===== src/fpa_pkg.sv =====
// Shared types and constants for the fixed-point ALU.
package fpa_pkg;

    localparam int DATA_W        = 32;
    localparam int CMD_W         = 4;
    localparam int FPA_FRAC_BITS = 8;
    localparam int FPA_WORD_BITS = 32;
    localparam int FIFO_DEPTH    = 4;

    typedef enum logic [CMD_W-1:0] {
        CMD_ADD      = 4'd0,
        CMD_SUB      = 4'd1,
        CMD_MUL      = 4'd2,
        CMD_DIV      = 4'd3,
        CMD_MIN      = 4'd4,
        CMD_MAX      = 4'd5,
        CMD_INC      = 4'd6,
        CMD_DEC      = 4'd7,
        CMD_TO_INT   = 4'd8,
        CMD_FROM_INT = 4'd9
    } t_cmd;

    typedef enum logic [1:0] {
        K_SIMPLE = 2'd0,
        K_MUL    = 2'd1,
        K_DIV    = 2'd2
    } t_kind;

    typedef struct packed {
        logic [DATA_W-1:0] res;
        logic              less;
        logic              equal;
        logic              greater;
        logic              ovf;
        logic              dz;
    } t_res;

    typedef struct packed {
        t_kind             kind;
        logic              neg;
        logic [DATA_W-1:0] mag_a;
        logic [DATA_W-1:0] mag_b;
        t_res              r;
    } t_op;

endpackage


===== src/fpa_fifo.sv =====
// Small synchronous queue with full and empty flags.
module fpa_fifo
    import fpa_pkg::*;
#(
    parameter int WIDTH = 8,
    parameter int DEPTH = FIFO_DEPTH
) (
    input  logic             i_clk,
    input  logic             i_rst_n,
    input  logic             i_push,
    input  logic [WIDTH-1:0] i_data,
    output logic             o_full,
    input  logic             i_pop,
    output logic [WIDTH-1:0] o_data,
    output logic             o_empty
);
    localparam int AW = $clog2(DEPTH);

    logic [WIDTH-1:0] r_mem [DEPTH];
    logic [AW-1:0]    r_wr, r_rd;
    logic [AW:0]      r_cnt;
    logic             do_push, do_pop;

    assign o_full  = (r_cnt == (AW+1)'(DEPTH));
    assign o_empty = (r_cnt == '0);
    assign do_push = i_push && !o_full;
    assign do_pop  = i_pop && !o_empty;
    assign o_data  = r_mem[r_rd];

    always_ff @(posedge i_clk) begin
        if (do_push) begin
            r_mem[r_wr] <= i_data;
        end
    end

    always_ff @(posedge i_clk) begin
        if (!i_rst_n) begin
            r_wr  <= '0;
            r_rd  <= '0;
            r_cnt <= '0;
        end else begin
            if (do_push) begin
                r_wr <= r_wr + 1'b1;
            end
            if (do_pop) begin
                r_rd <= r_rd + 1'b1;
            end
            r_cnt <= r_cnt + (AW+1)'(do_push) - (AW+1)'(do_pop);
        end
    end
endmodule


===== config.mk =====
export PLATFORM = sky130hd
export DESIGN_NAME = fpa_fifo
export DESIGN_NICKNAME = d
export VERILOG_FILES = /design/src/fpa_pkg.sv /design/src/fpa_fifo.sv
export SDC_FILE = /design/constraint.sdc
export NUM_CORES = 1
export LEC_CHECK = 0
export BUFFER_PORTS_ARGS = -buffer_cell sky130_fd_sc_hd__buf_2
export CAP_MARGIN = 20
export CORE_UTILIZATION = 40
export CTS_CLUSTER_DIAMETER = 30
export DETAILED_ROUTE_END_ITERATION = 8
export PLACE_DENSITY_LB_ADDON = 0.12
export SLEW_MARGIN = 10
export SYNTH_ARGS = -nofsm -noshare
export SYNTH_HDL_FRONTEND = slang
export SYNTH_SLANG_ARGS = --single-unit

===== constraint.sdc =====
create_clock -name i_clk -period 3 [get_ports i_clk]
set_input_delay 0.9 -clock i_clk [delete_from_list [all_inputs] [get_ports i_clk]]
set_output_delay 0.9 -clock i_clk [all_outputs]
set_load 0.01 [all_outputs]

## After elaboration in Yosys (flattened, before gate mapping)

Memory sizes are Yosys's and may differ from the RTL's. A register that Yosys moved wholly into a read port is not among the register bits.
Index checks and enable logic that the tools add are counted.

- Output and inout port bits: 10
- Flip-flop bits (word level): 7
- Memories kept: 1
- Word-level logic and storage cells: 18
- Bits in read-only memories: 0
- RAM bits: 32
- Latch bits: 0

Memories:

| name | depth | bits a word | rd ports | clocked after Yosys merged registers in | wr ports | RTL line | text |
|---|---|---|---|---|---|---|---|
| r_mem | 4 | 8 | 1 | 1 | 1 | fpa_fifo.sv:19 | `logic [WIDTH-1:0] r_mem [DEPTH];` |

- Order comparisons: 0
- Equality and inequality tests: 1
- Divide/modulo/power cells: 0
- Shifts and indexed selects: 0
- Add/sub/neg operators: 4
- Reduce and logical (&&, ||, !) cells: 5
- Bitwise logic cells: 0
- $mul: 0
- Muxes and demuxes: 4

Operator list:

| operator | number |
|---|---|
| adder 2 x 1 -> 2 bit, second input constant | 2 |
| two-way mux 2 bit | 2 |
| adder 3 x 1 -> 3 bit | 1 |
| equality test 3 bit, second input constant | 1 |
| zero test 3 bit | 1 |
| subtractor 3 x 1 -> 3 bit | 1 |
| logical AND 1 bit | 2 |
| zero test 1 bit | 2 |
| two-way mux 1 bit | 2 |

## Longest topological paths before layout

- Word-level depth: 5
- Depth in mapped cells: 11
- Gate-level depth less buffers: 10

## Worst setup path before layout

Ideal clock, no wire load.

- Path kind: in2reg
- From: input i_push
- To: register r_cnt[2]
- Arrival: 2424 ps
- Setup slack: 461 ps
- Required time: 2885 ps
- Library setup time: 115 ps
- Buffers on the path: 1
- Stages on the path: 10
- Cell sequence: nor2b_1 buf_6 inv_1 ha_1 inv_1 ha_1 fa_1 xnor2_1 xnor2_1 and2_1

- Longest elaborated chain between the ends: 3

RTL lines:

| item | RTL line | text |
|---|---|---|
| from (decl) | fpa_fifo.sv:10 | `input logic i_push,` |
| logical AND 1 bit | fpa_fifo.sv:26 | `assign do_push = i_push && !o_full;` |
| adder 3 x 1 -> 3 bit | fpa_fifo.sv:48 | `r_cnt <= r_cnt + (AW+1)'(do_push) - (AW+1)'(do_pop);` |
| subtractor 3 x 1 -> 3 bit | fpa_fifo.sv:48 |  |
| to (signal assigned) | fpa_fifo.sv:48 |  |
| to (decl) | fpa_fifo.sv:21 | `logic [AW:0] r_cnt;` |

Every way passes these cells.
A chain may end at the register's enable or synchronous reset.

==> impl_summary.md <==
Critical path
In this design, the stage delay of the slowest critical-path cell is between 0.6 and 0.7 ns. The master of the slowest instance on the critical path is sky130_fd_sc_hd__dfxtp_1. The critical path goes through mux4_2 > buf_2.

Of all nets on the critical path, the largest fanout is 8. STA puts the critical path data required time at approximately 2.1 ns. The category of the worst setup path capture point is a primary output. STA classifies the critical path startpoint as a flop. The critical path in this run is classified as flop to primary output. The arrival time at the worst endpoint is about 1.7 ns.

The worst flop-to-flop path startpoint is r_cnt[1].

Synthesis
Synthesis produced between 90 and 100 cells. The number of distinct standard cells referenced by the synthesized netlist is 20. The synthesized net count is between 100 and 150.

The sequential cell area fraction in the yosys report is 0.695. In this run, synthesis inferred 32 flip-flops with an integrated enable. The synthesized netlist occupies a cell area of roughly 1600 sq um. The dominant synthesized flop cell is sky130_fd_sc_hd__edfxtp_1. The proportion of netlist area held by the largest area contributor is 0.585. In the synthesized netlist the async set-or-reset flop fraction comes to 0. Synthesis inferred 41 register bits. The cell type contributing the most total cell area after synthesis is sky130_fd_sc_hd__edfxtp_1. The number of warning messages in the yosys log is 0.

After synthesis, the mean cell area works out to between 15 and 20 sq um. In the post-synthesis netlist, the biggest area contributors are sky130_fd_sc_hd__edfxtp_1 (59%), sky130_fd_sc_hd__dfxtp_1 (11%), sky130_fd_sc_hd__mux4_2 (11%).

STA
The setup skew after layout is ~0.0031 ns. For this run, the top clock speed supported by timing is 385 MHz. The total setup violations reported at the end of the flow is 0. On the final layout, the worst hold slack is a little under 0.5 ns. The slew at the pin with the worst max-slew slack is ~0.56 ns. The final-report max-slew violation count came to 0. The count of final hold-check violations is 0. Setup repair after global routing left no endpoint under its margin. The post-route setup TNS is 0 ns. The worst slew margin relative to its limit is 0.625. The share of the clock period used by the worst path after layout is 0.867.

The worst path in the final design needs a cycle of around 2.6 ns, including I/O delays and setup.

GRT
The overall routing resource usage is 0.131. The initial antenna violation count is 0. The global-route wire length before repair is 3.91 mm.

The via count of the first global-routing pass is about 840. The aggregate global routing overflow is 0. The maximum number of pins on one net before global-route repair is 14.

Final layout
The layout cell share with drive strength beyond 1 is 0.328. The finished cells cover 1900 sq um. The finished layout holds about 170 standard cells, fillers aside. 0 antenna diodes ended up in the layout. The top cell types in the final layout, fill and taps aside, are sky130_fd_sc_hd__edfxtp_1 (32), sky130_fd_sc_hd__buf_2 (21), sky130_fd_sc_hd__dfxtp_1 (9).

From synthesis to final layout, the design area changed by 15.8%. In the final design database the tool counted about 140 nets. Leaving out fill and tap cells, the most frequent cell in the layout is sky130_fd_sc_hd__edfxtp_1.

Place
Once placement completed, the tool counted placed cells totaling 159. The final weighted congestion of routability-driven global placement is around 0.71. The count of input and output buffers is 21. The HPWL reported at the end of detailed placement is approximately 1.7 mm.

The placed standard-cell area is 1790 sq um.

Clocking
The number of buffers inserted by post-CTS setup repair is 0. The TritonCTS clock tree is built. The number of buffers created by CTS is 5. In this run, post-CTS hold repair placed 0 buffers. The clock drives approximately 40 sinks. The CTS clock-pin slew for the worst setup and hold paths is ~0.07 ns. The number of buffers between clock root and the deepest sink is 2. The clock tree synthesis step divided the H-tree into 2 levels. The post-cts sizing count is 0.

The root buffer selected by CTS is sky130_fd_sc_hd__clkbuf_8. The later-pin clock latency in the skew report is approximately 0.29 ns.

Pwr
Across the VDD grid, the largest voltage drop is roughly 0.00052 V. Summed over all nets, the switching power comes to between 0.0004 and 0.0005 W. The leakage power of the design is between 0.6 and 0.7 nW. The share of total power dissipated in sequential elements is 0.495. Overall power consumption after layout is estimated at about 0.0015 W. Of the total power, the share spent switching nets is 0.264. In this run the power density over the cells is ~800 nW/um^2.

The clock network power share is 0.277. The internal power of the cells totals roughly 0.0011 W. The share of total power dissipated in combinational logic is 0.228.

Routing
The average routed wire per standard cell is around 14 microns. The first detailed-routing pass took 4 iterations. The routed wire length is approximately 2.4 mm. The count of nets left with antenna violations after detail routing is 0. The total via count after detailed routing is roughly 800. The iteration-0 DRC count of the detailed router is 34. The post-detailed-route via-to-cell ratio is roughly 4.8.

In the routed design, unresolved DRC markers number 0.

Floorplanning
The die is 66.1 microns tall. The area of the die is ~4400 sq um. The number of ports placed on the die boundary is 22. After floorplanning, the core was divided into 22 placement rows. The area of the core is about 3800 sq um. The starting density of the core is 0.432. The die width is ~66 microns.

Worst hold path
The kind of path behind the tightest hold check is flop to flop. The startpoint identified for the worst hold timing path is r_rd[1].

Job
Across the run, the number of max-cap violations was 0.

Outcome
The run finished with clean final reports.
-- metal layers --
layer / track usage / vias to the layer above / part of all wire
li1: - / 391 / -
met5: 0 / - / 0
met3: 0.0672 / 5 / 0.059
met2: 0.204 / 19 / 0.49
met4: 0.0479 / 0 / 0.018
met1: 0.153 / 383 / 0.43
-- flip-flops by register name (all words and copies together), names as in the netlist, named ones only --
name   flops
r_mem     32
r_cnt      3
r_rd       2
r_wr       2
-- final timing paths --
path | depth (start not counted) | slack, ns | end
min reg2reg | 2 | 0.49 | r_rd[1]
max | 2 | 0.40 | o_data[3]
max reg2reg | 9 | 0.85 | r_cnt[2]
min | 2 | 0.49 | r_rd[1]
-- synthesized netlist by cell type (2+ instances only) --
| cell | count |
|---|---|
| sky130_fd_sc_hd__nand2_1 | 6 |
| sky130_fd_sc_hd__nor2b_1 | 2 |
| sky130_fd_sc_hd__o21ai_0 | 3 |
| sky130_fd_sc_hd__dfxtp_1 | 9 |
| sky130_fd_sc_hd__mux4_2 | 8 |
| sky130_fd_sc_hd__edfxtp_1 | 32 |
| sky130_fd_sc_hd__mux2i_1 | 2 |
| sky130_fd_sc_hd__ha_1 | 6 |
| sky130_fd_sc_hd__xnor2_1 | 2 |
| sky130_fd_sc_hd__inv_1 | 6 |
| sky130_fd_sc_hd__and2_1 | 7 |
| sky130_fd_sc_hd__clkbuf_1 | 2 |
-- metrics by stage --
stage / utilization / setup slack, ns
after detailed placement: 0.471 / 0.369
after global routing: 0.500 / 0.278
after floorplan: - / 0.461
after global placement: 0.471 / 0.428
after CTS: 0.500 / 0.341
final: 0.500 / 0.400
-- kinds of logic after synthesis --
kind of cell    share of synthesized area
flops                               0.695
compound gates                     0.0137
xor+xnor                           0.0107
mux                                 0.122
simple gates                       0.0724
buf+inv                            0.0282
fa+ha+maj                          0.0579
-- power groups by stage --
stage                     logic (W)  registers (W)  clock network, W
final                      0.000349       0.000758          0.000423
after global routing       0.000397       0.000769          0.000457
after CTS                  0.000358       0.000761          0.000437
after detailed placement   0.000357       0.000773                 0
after global placement     0.000351       0.000770                 0
after floorplan            0.000279       0.000733                 0
-- final cells by class --
| type | count | area, sq um |
|---|---|---|
| Clock buffer | 5 | 68.8 |
| Clock inverter | 3 | 41.3 |
| Fill cell | 329 | 1900 |
| Inverter | 6 | 22.5 |
| Multi-Input combinational cell | 42 | 454 |
| Sequential cell | 41 | 1140 |
| Tap cell | 48 | 60.1 |
| Timing Repair Buffer | 22 | 113 |
-- worst max-delay path: cells and delay by family, from the launching register on --
family,cells,cell delay (ns)
flip-flops,1,0.68
multiplexers,1,0.58
buffers and inverters,1,0.15
(Power assumes the default switching activity.)
